File: src/hdl/imp_pkg.sv
`timescale 1ns / 1ps
// Shared types and constants for the indexed max-priority table.
// No dependencies; the interfaces, the core and the checker in hdl/ use this package.
package imp_pkg;

  localparam int ENTRIES_DEF       = 64;
  localparam int PAYLOAD_BITS_DEF  = 32;
  localparam int PRIORITY_BITS_DEF = 16;
  localparam int ACTION_BITS       = 3;
  localparam int STATUS_BITS       = 2;

  typedef enum logic [ACTION_BITS-1:0] {
    ACT_ADD     = 3'd0,
    ACT_PROMOTE = 3'd1,
    ACT_READ    = 3'd2,
    ACT_GETMAX  = 3'd3,
    ACT_POPMAX  = 3'd4,
    ACT_CHECK   = 3'd5
  } action_t;

  typedef enum logic [STATUS_BITS-1:0] {
    STAT_OK     = 2'd0,
    STAT_FULL   = 2'd1,
    STAT_EMPTY  = 2'd2,
    STAT_BAD_ID = 2'd3
  } status_t;

  typedef enum logic [2:0] {
    S_IDLE,
    S_DECODE,
    S_EVAL,
    S_SCAN,
    S_FETCH,
    S_REPORT,
    S_HOLD
  } state_t;

endpackage

File: src/hdl/imp_req_if.sv
`timescale 1ns / 1ps
// Request channel of the indexed max-priority table: valid/ready plus one action.
// Depends on imp_pkg.
interface imp_req_if #(
  parameter int ID_BITS      = $clog2(imp_pkg::ENTRIES_DEF),
  parameter int PAYLOAD_BITS = imp_pkg::PAYLOAD_BITS_DEF
);
  logic                           valid;
  logic                           ready;
  logic [imp_pkg::ACTION_BITS-1:0] action;
  logic [ID_BITS-1:0]             entry_id;
  logic [PAYLOAD_BITS-1:0]        payload_in;

  modport source (output valid, action, entry_id, payload_in, input ready);
  modport sink   (input valid, action, entry_id, payload_in, output ready);
endinterface

File: src/hdl/imp_rsp_if.sv
`timescale 1ns / 1ps
// Response channel of the indexed max-priority table: valid/ready plus one result.
// Depends on imp_pkg.
interface imp_rsp_if #(
  parameter int ID_BITS       = $clog2(imp_pkg::ENTRIES_DEF),
  parameter int PAYLOAD_BITS  = imp_pkg::PAYLOAD_BITS_DEF,
  parameter int PRIORITY_BITS = imp_pkg::PRIORITY_BITS_DEF
);
  logic                            valid;
  logic                            ready;
  logic [imp_pkg::STATUS_BITS-1:0] status;
  logic [ID_BITS-1:0]              entry_id_out;
  logic [PAYLOAD_BITS-1:0]         payload_out;
  logic [PRIORITY_BITS-1:0]        priority_out;
  logic                            is_live;

  modport source (output valid, status, entry_id_out, payload_out, priority_out, is_live,
                  input ready);
  modport sink   (input valid, status, entry_id_out, payload_out, priority_out, is_live,
                  output ready);
endinterface

File: src/hdl/imp_ram.sv
`timescale 1ns / 1ps
// Generic simple dual-port RAM: one write port, one read port, registered read.
// No dependencies.
module imp_ram #(
  parameter int WIDTH = 32,
  parameter int DEPTH = 64
) (
  input  logic                     clk,
  input  logic                     we,
  input  logic [$clog2(DEPTH)-1:0] waddr,
  input  logic [WIDTH-1:0]         wdata,
  input  logic                     re,
  input  logic [$clog2(DEPTH)-1:0] raddr,
  output logic [WIDTH-1:0]         rdata
);
  logic [WIDTH-1:0] mem [DEPTH];

  always_ff @(posedge clk) begin
    if (we) begin
      mem[waddr] <= wdata;
    end
    if (re) begin
      rdata <= mem[raddr];
    end
  end
endmodule

File: src/hdl/indexed_max_priority_table_core.sv
`timescale 1ns / 1ps
// Indexed max-priority table: FSM around a priority/live RAM and a payload RAM.
// Depends on imp_pkg, imp_req_if, imp_rsp_if and imp_ram.
//
// Usage: one request channel (req) carries action, entry_id and payload_in; one
// response channel (rsp) returns exactly one result per accepted request, in order.
// Both channels transfer on a rising edge with valid and ready high.
// One request is in work at a time; req.ready is high only while the block is idle.
// The result sits in an output register, so the next request is taken while it
// waits for rsp.ready. Steps from request transfer to the next possible transfer:
//   add, unknown action, check/promote/read of an id never handed out: decode, hold
//   promote, read, check of a handed-out id: one RAM read, then modify/write, hold
//   get max, pop max: a scan over the n ids handed out so far (at most ENTRIES)
//   that reads one priority RAM entry per cycle, then one payload RAM read when
//   an entry is live, then hold.
// Liveness is the live bit stored beside each priority plus the id fill count,
// so entries past the count are never read and no clearing pass is needed.
// Synchronous reset empties the table at once and drops any pending result.
// While rsp.ready stays low the result holds and at most one further request
// is taken; it then waits until the output register frees.
module indexed_max_priority_table_core #(
  parameter int ENTRIES       = imp_pkg::ENTRIES_DEF,
  parameter int PAYLOAD_BITS  = imp_pkg::PAYLOAD_BITS_DEF,
  parameter int PRIORITY_BITS = imp_pkg::PRIORITY_BITS_DEF
) (
  input logic          clk,
  input logic          rst,
  imp_req_if.sink      req,
  imp_rsp_if.source    rsp
);
  localparam int ID_BITS  = $clog2(ENTRIES);
  localparam int CNT_BITS = ID_BITS + 1;
  localparam int PW_BITS  = PRIORITY_BITS + 1;
  localparam logic [CNT_BITS-1:0] ENTRIES_CNT = CNT_BITS'(ENTRIES);

  imp_pkg::state_t state, state_next;

  logic [imp_pkg::ACTION_BITS-1:0] op_action;
  logic [ID_BITS-1:0]              op_id;
  logic [PAYLOAD_BITS-1:0]         op_payload;
  logic [CNT_BITS-1:0]             next_id;

  logic               pri_we, pri_re;
  logic [ID_BITS-1:0] pri_waddr, pri_raddr;
  logic [PW_BITS-1:0] pri_wdata, pri_rdata;
  logic               pay_we, pay_re;
  logic [ID_BITS-1:0] pay_raddr;
  logic [PAYLOAD_BITS-1:0] pay_rdata;

  logic [CNT_BITS-1:0]      scan_addr;
  logic                     cmp_valid;
  logic [ID_BITS-1:0]       cmp_idx;
  logic                     best_found;
  logic [ID_BITS-1:0]       best_id;
  logic [PRIORITY_BITS-1:0] best_pri;

  logic                     res_load;
  imp_pkg::status_t         res_status, res_status_next;
  logic [ID_BITS-1:0]       res_id, res_id_next;
  logic [PAYLOAD_BITS-1:0]  res_payload, res_payload_next;
  logic [PRIORITY_BITS-1:0] res_priority, res_priority_next;
  logic                     res_live, res_live_next;
  logic                     add_ok;

  logic                     out_valid;
  imp_pkg::status_t         out_status;
  logic [ID_BITS-1:0]       out_id;
  logic [PAYLOAD_BITS-1:0]  out_payload;
  logic [PRIORITY_BITS-1:0] out_priority;
  logic                     out_live;

  logic                     req_xfer, out_free;
  logic                     id_known, scan_issue, cur_live;
  logic [PRIORITY_BITS-1:0] cur_pri, pri_inc;

  imp_ram #(.WIDTH(PW_BITS), .DEPTH(ENTRIES)) u_pri_ram (
    .clk(clk), .we(pri_we), .waddr(pri_waddr), .wdata(pri_wdata),
    .re(pri_re), .raddr(pri_raddr), .rdata(pri_rdata)
  );

  imp_ram #(.WIDTH(PAYLOAD_BITS), .DEPTH(ENTRIES)) u_pay_ram (
    .clk(clk), .we(pay_we), .waddr(next_id[ID_BITS-1:0]), .wdata(op_payload),
    .re(pay_re), .raddr(pay_raddr), .rdata(pay_rdata)
  );

  assign req.ready  = (state == imp_pkg::S_IDLE);
  assign req_xfer   = req.valid && req.ready;
  assign out_free   = !out_valid || rsp.ready;
  assign id_known   = ({1'b0, op_id} < next_id);
  assign scan_issue = (scan_addr < next_id);
  assign cur_live   = pri_rdata[PRIORITY_BITS];
  assign cur_pri    = pri_rdata[PRIORITY_BITS-1:0];
  assign pri_inc    = (&cur_pri) ? cur_pri : cur_pri + PRIORITY_BITS'(1);

  always_comb begin
    state_next = state;
    unique case (state)
      imp_pkg::S_IDLE: begin
        if (req.valid) begin
          state_next = imp_pkg::S_DECODE;
        end
      end
      imp_pkg::S_DECODE: begin
        unique case (imp_pkg::action_t'(op_action))
          imp_pkg::ACT_PROMOTE, imp_pkg::ACT_READ, imp_pkg::ACT_CHECK: begin
            state_next = id_known ? imp_pkg::S_EVAL : imp_pkg::S_HOLD;
          end
          imp_pkg::ACT_GETMAX, imp_pkg::ACT_POPMAX: begin
            state_next = imp_pkg::S_SCAN;
          end
          default: begin
            state_next = imp_pkg::S_HOLD;
          end
        endcase
      end
      imp_pkg::S_EVAL: begin
        state_next = imp_pkg::S_HOLD;
      end
      imp_pkg::S_SCAN: begin
        if (!scan_issue) begin
          state_next = imp_pkg::S_FETCH;
        end
      end
      imp_pkg::S_FETCH: begin
        state_next = best_found ? imp_pkg::S_REPORT : imp_pkg::S_HOLD;
      end
      imp_pkg::S_REPORT: begin
        state_next = imp_pkg::S_HOLD;
      end
      imp_pkg::S_HOLD: begin
        if (out_free) begin
          state_next = imp_pkg::S_IDLE;
        end
      end
      default: begin
        state_next = imp_pkg::S_IDLE;
      end
    endcase
  end

  always_comb begin
    pri_we            = 1'b0;
    pri_waddr         = op_id;
    pri_wdata         = '0;
    pri_re            = 1'b0;
    pri_raddr         = op_id;
    pay_we            = 1'b0;
    pay_re            = 1'b0;
    pay_raddr         = op_id;
    add_ok            = 1'b0;
    res_load          = 1'b0;
    res_status_next   = imp_pkg::STAT_OK;
    res_id_next       = '0;
    res_payload_next  = '0;
    res_priority_next = '0;
    res_live_next     = 1'b0;
    unique case (state)
      imp_pkg::S_DECODE: begin
        unique case (imp_pkg::action_t'(op_action))
          imp_pkg::ACT_ADD: begin
            res_load = 1'b1;
            if (next_id >= ENTRIES_CNT) begin
              res_status_next = imp_pkg::STAT_FULL;
            end else begin
              add_ok      = 1'b1;
              pri_we      = 1'b1;
              pri_waddr   = next_id[ID_BITS-1:0];
              pri_wdata   = {1'b1, {PRIORITY_BITS{1'b0}}};
              pay_we      = 1'b1;
              res_id_next = next_id[ID_BITS-1:0];
            end
          end
          imp_pkg::ACT_PROMOTE, imp_pkg::ACT_READ: begin
            if (id_known) begin
              pri_re = 1'b1;
              pay_re = 1'b1;
            end else begin
              res_load        = 1'b1;
              res_status_next = imp_pkg::STAT_BAD_ID;
            end
          end
          imp_pkg::ACT_CHECK: begin
            if (id_known) begin
              pri_re = 1'b1;
            end else begin
              res_load = 1'b1;
            end
          end
          imp_pkg::ACT_GETMAX, imp_pkg::ACT_POPMAX: begin
          end
          default: begin
            res_load = 1'b1;
          end
        endcase
      end
      imp_pkg::S_EVAL: begin
        res_load = 1'b1;
        unique case (imp_pkg::action_t'(op_action))
          imp_pkg::ACT_PROMOTE: begin
            if (cur_live) begin
              pri_we            = 1'b1;
              pri_wdata         = {1'b1, pri_inc};
              res_priority_next = pri_inc;
            end else begin
              res_status_next = imp_pkg::STAT_BAD_ID;
            end
          end
          imp_pkg::ACT_READ: begin
            if (cur_live) begin
              res_payload_next  = pay_rdata;
              res_priority_next = cur_pri;
            end else begin
              res_status_next = imp_pkg::STAT_BAD_ID;
            end
          end
          imp_pkg::ACT_CHECK: begin
            res_live_next = cur_live;
          end
          default: begin
          end
        endcase
      end
      imp_pkg::S_SCAN: begin
        pri_re    = scan_issue;
        pri_raddr = scan_addr[ID_BITS-1:0];
      end
      imp_pkg::S_FETCH: begin
        if (best_found) begin
          pay_re    = 1'b1;
          pay_raddr = best_id;
          if (imp_pkg::action_t'(op_action) == imp_pkg::ACT_POPMAX) begin
            pri_we    = 1'b1;
            pri_waddr = best_id;
            pri_wdata = {1'b0, best_pri};
          end
        end else begin
          res_load        = 1'b1;
          res_status_next = imp_pkg::STAT_EMPTY;
        end
      end
      imp_pkg::S_REPORT: begin
        res_load          = 1'b1;
        res_id_next       = best_id;
        res_payload_next  = pay_rdata;
        res_priority_next = best_pri;
      end
      default: begin
      end
    endcase
  end

  always_ff @(posedge clk) begin
    if (rst) begin
      state      <= imp_pkg::S_IDLE;
      next_id    <= '0;
      scan_addr  <= '0;
      cmp_valid  <= 1'b0;
      best_found <= 1'b0;
      out_valid  <= 1'b0;
    end else begin
      state     <= state_next;
      cmp_valid <= (state == imp_pkg::S_SCAN) && scan_issue;
      if (add_ok) begin
        next_id <= next_id + CNT_BITS'(1);
      end
      if (req_xfer) begin
        scan_addr  <= '0;
        best_found <= 1'b0;
      end else if (state == imp_pkg::S_SCAN) begin
        if (scan_issue) begin
          scan_addr <= scan_addr + CNT_BITS'(1);
        end
        if (cmp_valid && cur_live && (!best_found || cur_pri >= best_pri)) begin
          best_found <= 1'b1;
        end
      end
      if (state == imp_pkg::S_HOLD && out_free) begin
        out_valid <= 1'b1;
      end else if (rsp.ready) begin
        out_valid <= 1'b0;
      end
    end
  end

  always_ff @(posedge clk) begin
    if (req_xfer) begin
      op_action  <= req.action;
      op_id      <= req.entry_id;
      op_payload <= req.payload_in;
    end
    cmp_idx <= scan_addr[ID_BITS-1:0];
    if (state == imp_pkg::S_SCAN && cmp_valid && cur_live &&
        (!best_found || cur_pri >= best_pri)) begin
      best_id  <= cmp_idx;
      best_pri <= cur_pri;
    end
    if (res_load) begin
      res_status   <= res_status_next;
      res_id       <= res_id_next;
      res_payload  <= res_payload_next;
      res_priority <= res_priority_next;
      res_live     <= res_live_next;
    end
    if (state == imp_pkg::S_HOLD && out_free) begin
      out_status   <= res_status;
      out_id       <= res_id;
      out_payload  <= res_payload;
      out_priority <= res_priority;
      out_live     <= res_live;
    end
  end

  assign rsp.valid        = out_valid;
  assign rsp.status       = out_status;
  assign rsp.entry_id_out = out_id;
  assign rsp.payload_out  = out_payload;
  assign rsp.priority_out = out_priority;
  assign rsp.is_live      = out_live;
endmodule

File: src/flat_wrapper.sv
// flat-port wrapper written by rule: the top's interface ports become plain ports
module indexed_max_priority_table_core_flat 
#(
  parameter int ENTRIES       = imp_pkg::ENTRIES_DEF,
  parameter int PAYLOAD_BITS  = imp_pkg::PAYLOAD_BITS_DEF,
  parameter int PRIORITY_BITS = imp_pkg::PRIORITY_BITS_DEF
)
  (clk, rst, req_valid, req_action, req_entry_id, req_payload_in, req_ready, rsp_valid, rsp_status, rsp_entry_id_out, rsp_payload_out, rsp_priority_out, rsp_is_live, rsp_ready);
  imp_req_if #(.PAYLOAD_BITS(PAYLOAD_BITS)) req_i ();
  imp_rsp_if #(.PAYLOAD_BITS(PAYLOAD_BITS), .PRIORITY_BITS(PRIORITY_BITS)) rsp_i ();
  input logic clk;
  input logic rst;
  input wire logic [$bits(req_i.valid)-1:0] req_valid;
  input wire logic [$bits(req_i.action)-1:0] req_action;
  input wire logic [$bits(req_i.entry_id)-1:0] req_entry_id;
  input wire logic [$bits(req_i.payload_in)-1:0] req_payload_in;
  output wire logic [$bits(req_i.ready)-1:0] req_ready;
  output wire logic [$bits(rsp_i.valid)-1:0] rsp_valid;
  output wire logic [$bits(rsp_i.status)-1:0] rsp_status;
  output wire logic [$bits(rsp_i.entry_id_out)-1:0] rsp_entry_id_out;
  output wire logic [$bits(rsp_i.payload_out)-1:0] rsp_payload_out;
  output wire logic [$bits(rsp_i.priority_out)-1:0] rsp_priority_out;
  output wire logic [$bits(rsp_i.is_live)-1:0] rsp_is_live;
  input wire logic [$bits(rsp_i.ready)-1:0] rsp_ready;
  assign req_i.valid = req_valid;
  assign req_i.action = req_action;
  assign req_i.entry_id = req_entry_id;
  assign req_i.payload_in = req_payload_in;
  assign req_ready = req_i.ready;
  assign rsp_valid = rsp_i.valid;
  assign rsp_status = rsp_i.status;
  assign rsp_entry_id_out = rsp_i.entry_id_out;
  assign rsp_payload_out = rsp_i.payload_out;
  assign rsp_priority_out = rsp_i.priority_out;
  assign rsp_is_live = rsp_i.is_live;
  assign rsp_i.ready = rsp_ready;
  indexed_max_priority_table_core #(.ENTRIES(ENTRIES), .PAYLOAD_BITS(PAYLOAD_BITS), .PRIORITY_BITS(PRIORITY_BITS)) u_core (.clk(clk), .rst(rst), .req(req_i), .rsp(rsp_i));
endmodule
File: config.mk
export PLATFORM = sky130hd
export DESIGN_NAME = indexed_max_priority_table_core_flat
export DESIGN_NICKNAME = d
export VERILOG_FILES = /design/src/hdl/imp_pkg.sv /design/src/hdl/imp_req_if.sv /design/src/hdl/imp_rsp_if.sv /design/src/hdl/imp_ram.sv /design/src/hdl/indexed_max_priority_table_core.sv /design/src/flat_wrapper.sv
export SDC_FILE = /design/constraint.sdc
export NUM_CORES = 2
export LEC_CHECK = 0
export BUFFER_PORTS_ARGS = -buffer_cell sky130_fd_sc_hd__buf_4
export CAP_MARGIN = 20
export CORE_MARGIN = 3
export CORE_UTILIZATION = 30
export CTS_BUF_LIST = sky130_fd_sc_hd__clkbuf_4 sky130_fd_sc_hd__clkbuf_8
export DETAILED_ROUTE_END_ITERATION = 16
export PLACE_DENSITY = 0.49
export SYNTH_ARGS = -nofsm -noshare
export SYNTH_HDL_FRONTEND = slang
export SYNTH_HIERARCHICAL = 1
export SYNTH_SLANG_ARGS = --single-unit
File: constraint.sdc
create_clock -name clk -period 20.2 [get_ports clk]
set_clock_uncertainty 0.1 [all_clocks]
set_input_delay 1.01 -clock clk [delete_from_list [all_inputs] [get_ports clk]]
set_output_delay 1.01 -clock clk [all_outputs]
set_load 0.02 [all_outputs]
# ---- Word-level counts from Yosys, hierarchy flattened
# Memories as Yosys holds them, arrays and structs flattened. A register that Yosys moved wholly into a read port is not among the register bits.
# Cells that the tools add are included.
dict set report totals {
  reg_bits 203
  mem_bits_rw 3136
  wordCells 134
  mem_count 2
}
# memory depth word_bits read_ports rd_ports_with_merged_regs wr line_no
set memory_table {}
lappend memory_table {u_core.u_pay_ram.mem 64 32 1 1 1 imp_ram.sv:16} ;# logic [WIDTH-1:0] mem [DEPTH];
lappend memory_table {u_core.u_pri_ram.mem 64 17 1 1 1 imp_ram.sv:16}
dict set report op_classes {
  add_sub_neg 3
  order_cmp 4
  eq_ne 14
  n_mux 64
  reduce_logical 25
}
# operator n
set ops {}
lappend ops {{two-way mux 17 bit} 5}
lappend ops {{two-way mux 16 bit} 4}
lappend ops {{two-way mux 32 bit} 2}
lappend ops {{case mux 16 bit (2 select lines)} 2}
lappend ops {{case mux 32 bit (2 select lines)} 1}
lappend ops {{two-way mux 6 bit} 9}
lappend ops {{case mux 17 bit (3 select lines)} 1}
lappend ops {{case mux 6 bit (2 select lines)} 2}
lappend ops {{two-way mux 1 bit} 20}
lappend ops {{case mux 3 bit (6 select lines)} 1}
lappend ops {{adder 16 x 1 -> 16 bit (second input constant)} 1}
lappend ops {{greater-or-equal comparator 16 bit} 1}
lappend ops {{AND reduction 16 bit} 1}
lappend ops {{== test 3 bit (second input constant)} 5}
lappend ops {{adder 7 x 1 -> 7 bit (second input constant)} 2}
lappend ops {{== test 3 x 2 -> 1 bit (second input constant)} 4}
lappend ops {{two-way mux 3 bit} 4}
lappend ops {{two-way mux 2 bit} 5}
lappend ops {{logical AND 1 bit} 8}
lappend ops {{OR reduction 2 bit} 4}
lappend ops {{greater-or-equal comparator 7 bit (second input constant)} 1}
lappend ops {{less-than comparator 6 x 7 -> 1 bit} 1}
lappend ops {{less-than comparator 7 bit} 1}
lappend ops {{== test 3 x 1 -> 1 bit (second input constant)} 2}
lappend ops {{14 further kinds} 23}

# ---- Longest topological paths before layout
dict set report logic_depth {
  ltp_word 6
  depth_mapped 13
}

# ---- By module
# Netlist, hierarchy kept.
# module n_inst cells_per_inst area_per_inst_um2 seq_area_each_um2
set modules_own_cells {}
lappend modules_own_cells {{imp_ram at u_core.u_pay_ram} 1 3362 78683.0 62459.9}
lappend modules_own_cells {{imp_ram at u_core.u_pri_ram} 1 1953 42514.5 33181.8}
lappend modules_own_cells {indexed_max_priority_table_core 1 661 8767.2 5835.6}

# ---- Least setup slack after synthesis
# No wires, ideal clock.
dict set report synth_path {
  kind {flip-flop to flip-flop}
  from {register u_core.state[2]}
  to {memory u_core/u_pri_ram/mem[48][0] (netlist bit), enable pin}
  setup_time_ps 412
  t_arrival_ps 5887
  required_time_ps 19688
  setup_slack_ps 13800
  stages_incl_launch_ff 10
  n_path_buf 2
  period_less_slack_ps 6400
  cell_sequence {dfxtp_1 -> clkbuf_1 -> nor3b_1 -> nand3_1 -> clkbuf_1 -> o21ai_0 -> or2_2 -> nor2b_1 -> nand4b_1 -> nor3_1}
}
dict set report synth_between {
  elab_chain_cells 4
  word_cells_on_any_way 7
  classes_between {3 x eq/ne; 4 x mux}
}
# item line_no
set synth_rtl {}
lappend synth_rtl {{start: declaration} indexed_max_priority_table_core.sv:36} ;# imp_pkg::state_t state, state_next;
lappend synth_rtl {{start signal: assignment} indexed_max_priority_table_core.sv:254} ;# state <= imp_pkg::S_IDLE;
lappend synth_rtl {{start signal: assignment} indexed_max_priority_table_core.sv:261} ;# state <= state_next;
lappend synth_rtl {{== test 3 bit (tied with other cells)} indexed_max_priority_table_core.sv:157} ;# unique case (state)
lappend synth_rtl {{case mux 1 bit (3 select lines) *} indexed_max_priority_table_core.sv:157}
lappend synth_rtl {{via u_core.pri_we} indexed_max_priority_table_core.sv:43} ;# logic pri_we, pri_re;
lappend synth_rtl {{two-way mux 1 bit *} imp_ram.sv:19} ;# if (we) begin
lappend synth_rtl {{two-way mux 1 bit (implied by the code) *} imp_ram.sv:20} ;# mem[waddr] <= wdata;
lappend synth_rtl {{end: declaration} imp_ram.sv:16}
# Mark *: on every way through the listed nets, which the timed path passes. The rest lies on a longest branch.

# ---- Worst setup path in the final report
dict set report layout_path {
  from {register u_core.state[2]}
  to {register u_core.u_pay_ram.rdata[29], read port of u_core.u_pay_ram.mem (data pin)}
}
dict set report layout_between {
  elab_chain_cells 2
  word_cells_on_any_way 4
  classes_between {2 x eq/ne; 2 x mux}
}
# item line_no
set layout_rtl {}
lappend layout_rtl {{== test 3 bit} indexed_max_priority_table_core.sv:157}
lappend layout_rtl {{two-way mux 6 bit} indexed_max_priority_table_core.sv:157}
lappend layout_rtl {{via u_core.pay_raddr[0]} indexed_max_priority_table_core.sv:47} ;# logic [ID_BITS-1:0] pay_raddr;
lappend layout_rtl {{end: declaration} imp_ram.sv:14} ;# output logic [WIDTH-1:0] rdata
# The timed path passes the listed nets, and every way through them passes these cells.
# A chain may end at the register's enable or synchronous reset.

==> flow_summary.toml <==
[status]
status = "complete, no violations"

[sta]
timing.final.crit_share_pct = 39.9
setup_tns_ns = 0
tightest_slew_ns = 1.21
fmax_mhz = 124
rsz0062_at_grt = "false"
final-max-slew-violation-count = 0
hold_violations = 0
hold_ws_ns = 0.180
max-slew-margin-rel_pct = 18.7
period_minus_slack_ns = 8.05
setup_viol = 0

[detailed_routing]
vias = 64197
routedWlPerCell_um = 28.5
drcViolationCount = 0
routed_wl_um = 365000
dr.pass1.iters = 6
viasPerCell = 5.02
drt_iter0_drc = 6036
drtAntennaViolNets = 0

[critical_path]
crit_type = "register to register"
cp_max_fo = 54
critPathRequiredTime_ns = 20.95
cp_top_family = "buffers and inverters"
cp_cell_sequence = "or3b_2, nor2_1, buf_4, mux2_8, buf_4, buf_4, buf_4, buf_4, buf_4, mux4_2, a22o_1, a221oi_1, a221oi_1"
rrSetupSlack_ns = 12.15
path_buf_inv = 6
slowest_delay_ns = 0.88
worstSetupEndpointType = "register"
worstPathArrival_ns = 8.80
slowest_stage = "buf_4"
rr_startpoint = "u_core/state[2]"
crit_start = "u_core/state[2]"
path_common_cell = "buf_4"
cp-start-kind = "register"

[cells_and_area]
fin_nets = 6711
stdcell_count = 12795
drive_above_1_share_pct = 30.2
area_growth_pct = 15.7
final_util_pct = 34.9

[min_path]
hold_class = "primary input to register"
hp-start = "req_valid"

[logic_synthesis]
synth_edf_count = 3362
synth_nets = 6052
async_reset_ff_share_pct = 0
netlist_area_um2 = 130000
synth_cell_type_count = 82
ys_seq_area_share_pct = 78.1
ys_warn_count = 6
synth_seq_cells = 3388
synthCells = 5976
synth_ff_type = "edfxtp_1"
synth.avg_cell_area_um2 = 21.7

[floorplanning]
start_util_pct = 30.1
rows = 241
core_um2 = 431000
die_y_um = 664
die_x_um = 664
ios = 104
die_area_um2 = 441000

[clock_network]
path_clk_slew_ns = 0.06
cts_tree = "yes"
cts_buffers = 583
post_cts_buffers = 0
h-tree-depth = 6
cts_sinks = 3388
clock_path_buffers = 4
clock_latency_ns = 1.14
ctsRootBufferMaster = "clkbuf_8"

[placement]
dp_cells = 11715
port_buffers = 103
gp_congestion = 0.771
hpwl_um = 198000

[grt]
grt_overflow = 0
grt_pass1_wl_um = 511000
antenna_found_initial = 16
grt_usage_pct = 16.1
grt_max_degree = 113
grt_pass1_vias = 67157

[power]
power_per_cell_area_nw_per_um2 = 113
power.leakage_nw = 49.3
peakVddDrop_uv = 66.5
finalPower_mw = 17.0

[flow_run]
maxCapViolations = 0
-- cell type report --
cell class / instances / area, um^2
antenna: 5 / 12.5
clock buffer: 769 / 9500
clock inverter: 261 / 1600
fill: 40113 / 281000
inverter: 35 / 131
multi-input combinational: 2224 / 27300
sequential: 3388 / 101000
tap: 5710 / 7140
timing repair buffer: 403 / 3190
-- flip-flops by register name (all words and copies together) (netlist names), 16 cells and up --
name	flops
u_core/u_pri_ram/mem	1088
u_core/res_payload	32
u_core/u_pri_ram/rdata	17
u_core/res_priority	16
u_core/rsp.payload_out	32
u_core/u_pay_ram/mem	2048
u_core/best_pri	16
u_core/u_pay_ram/rdata	32
u_core/rsp.priority_out	16
u_core/op_payload	32
-- kinds of logic after synthesis --
logic type | after synthesis | share of synthesized area, %
DFF | 3388 | 78.1
AOI/OAI and AO/OA | 622 | 3.51
buffers and inverters | 364 | 1.54
muxes | 936 | 14.1
and+or+nand+nor | 622 | 2.34
adders and majority gates | 31 | 0.298
xor gates and xnor gates | 13 | 0.0876
-- where the power goes --
group          internal, mW  switching (mW)  total, mW  leakage, nW
clock network          3.19            2.80       5.99         5.83
registers              8.15          0.0651       8.21         33.1
logic                 0.921            1.93       2.85         10.4
total                  12.3            4.79       17.0         49.3
-- path summary, 6_finish.rpt --
path | cells after the start | end
min reg2reg | 0 | u_core/best_id[4]
min | 2 | u_core/op_action[0]
max | 13 | u_core/u_pay_ram/rdata[29]
max reg2reg | 13 | u_core/u_pay_ram/rdata[29]
-- routing by layer --
metal	GRT usage (%)	vias to the layer above	routed length, um
met5	0	-	7
met4	4.58	2	9450
li1	-	26700	-
met1	21.0	34816	150000
met2	27.8	2131	186000
met3	2.59	548	19900
-- metrics by stage --
| stage | setup slack [ns] | area, um^2 |
|---|---|---|
| 2_1_floorplan | 13.80 | 130000 |
| 3_3_place_gp | 11.85 | 139000 |
| 3_5_place_dp | 11.89 | 139000 |
| 4_1_cts | 11.92 | 150000 |
| 5_1_grt | 11.41 | 150000 |
| 6_report | 12.15 | 150000 |
-- Yosys cell counts, drive strengths merged (4+ instances only) --
| cell | n | area, um^2 |
|---|---|---|
| ha | 31 | 388 |
| o221ai | 31 | 272 |
| a221o | 9 | 90.1 |
| o21ai | 39 | 199 |
| or3 | 10 | 62.6 |
| or4 | 4 | 33.8 |
| edfxtp | 3362 | 101000 |
| a221oi | 95 | 851 |
| nand2b | 23 | 144 |
| nand4 | 14 | 103 |
| buf | 192 | 1360 |
| mux4 | 716 | 16100 |
| and2 | 8 | 50.1 |
| and3 | 18 | 113 |
| a311oi | 4 | 35.0 |
| clkbuf | 137 | 519 |
| o31ai | 12 | 90.1 |
| a22o | 40 | 350 |
| xnor2 | 10 | 87.6 |
| dfxtp | 26 | 521 |
| a21o | 14 | 105 |
| or2 | 9 | 56.3 |
| nor3b | 4 | 30.0 |
| mux2 | 49 | 552 |
| nor2 | 247 | 932 |
| nand3 | 45 | 225 |
| o22ai | 87 | 544 |
| nor2b | 68 | 425 |
| nand3b | 8 | 63.8 |
| mux2i | 171 | 1710 |
| or3b | 7 | 61.3 |
| a21oi | 86 | 430 |
| inv | 34 | 128 |
| nor4 | 9 | 56.3 |
| nand2 | 106 | 398 |
| a211oi | 48 | 370 |
| nor3 | 25 | 125 |
| o211ai | 4 | 30.0 |
| a22oi | 121 | 908 |
| and4 | 12 | 105 |
-- placed cells by master, fill, tap and decap left out, types with 46 or more instances in the layout --
cell	instances
edfxtp_1	3362
mux4_2	716
clkbuf_8	595
buf_4	354
clkbuf_4	175
nor2_1	174
mux2i_1	171
clkinv_1	144
a22oi_1	121
nand2_1	106
a221oi_1	92
a21oi_1	86
o22ai_1	86
nor2_4	66
nor2b_1	64
clkinv_2	58
a211oi_1	46
-- timing repair --
action	4_1_cts	5_1_grt
hold endpoints to repair	50	0
resized for setup	0	0
hold buffers	42	0
Note: power is estimated with default switching activity, not from simulation.
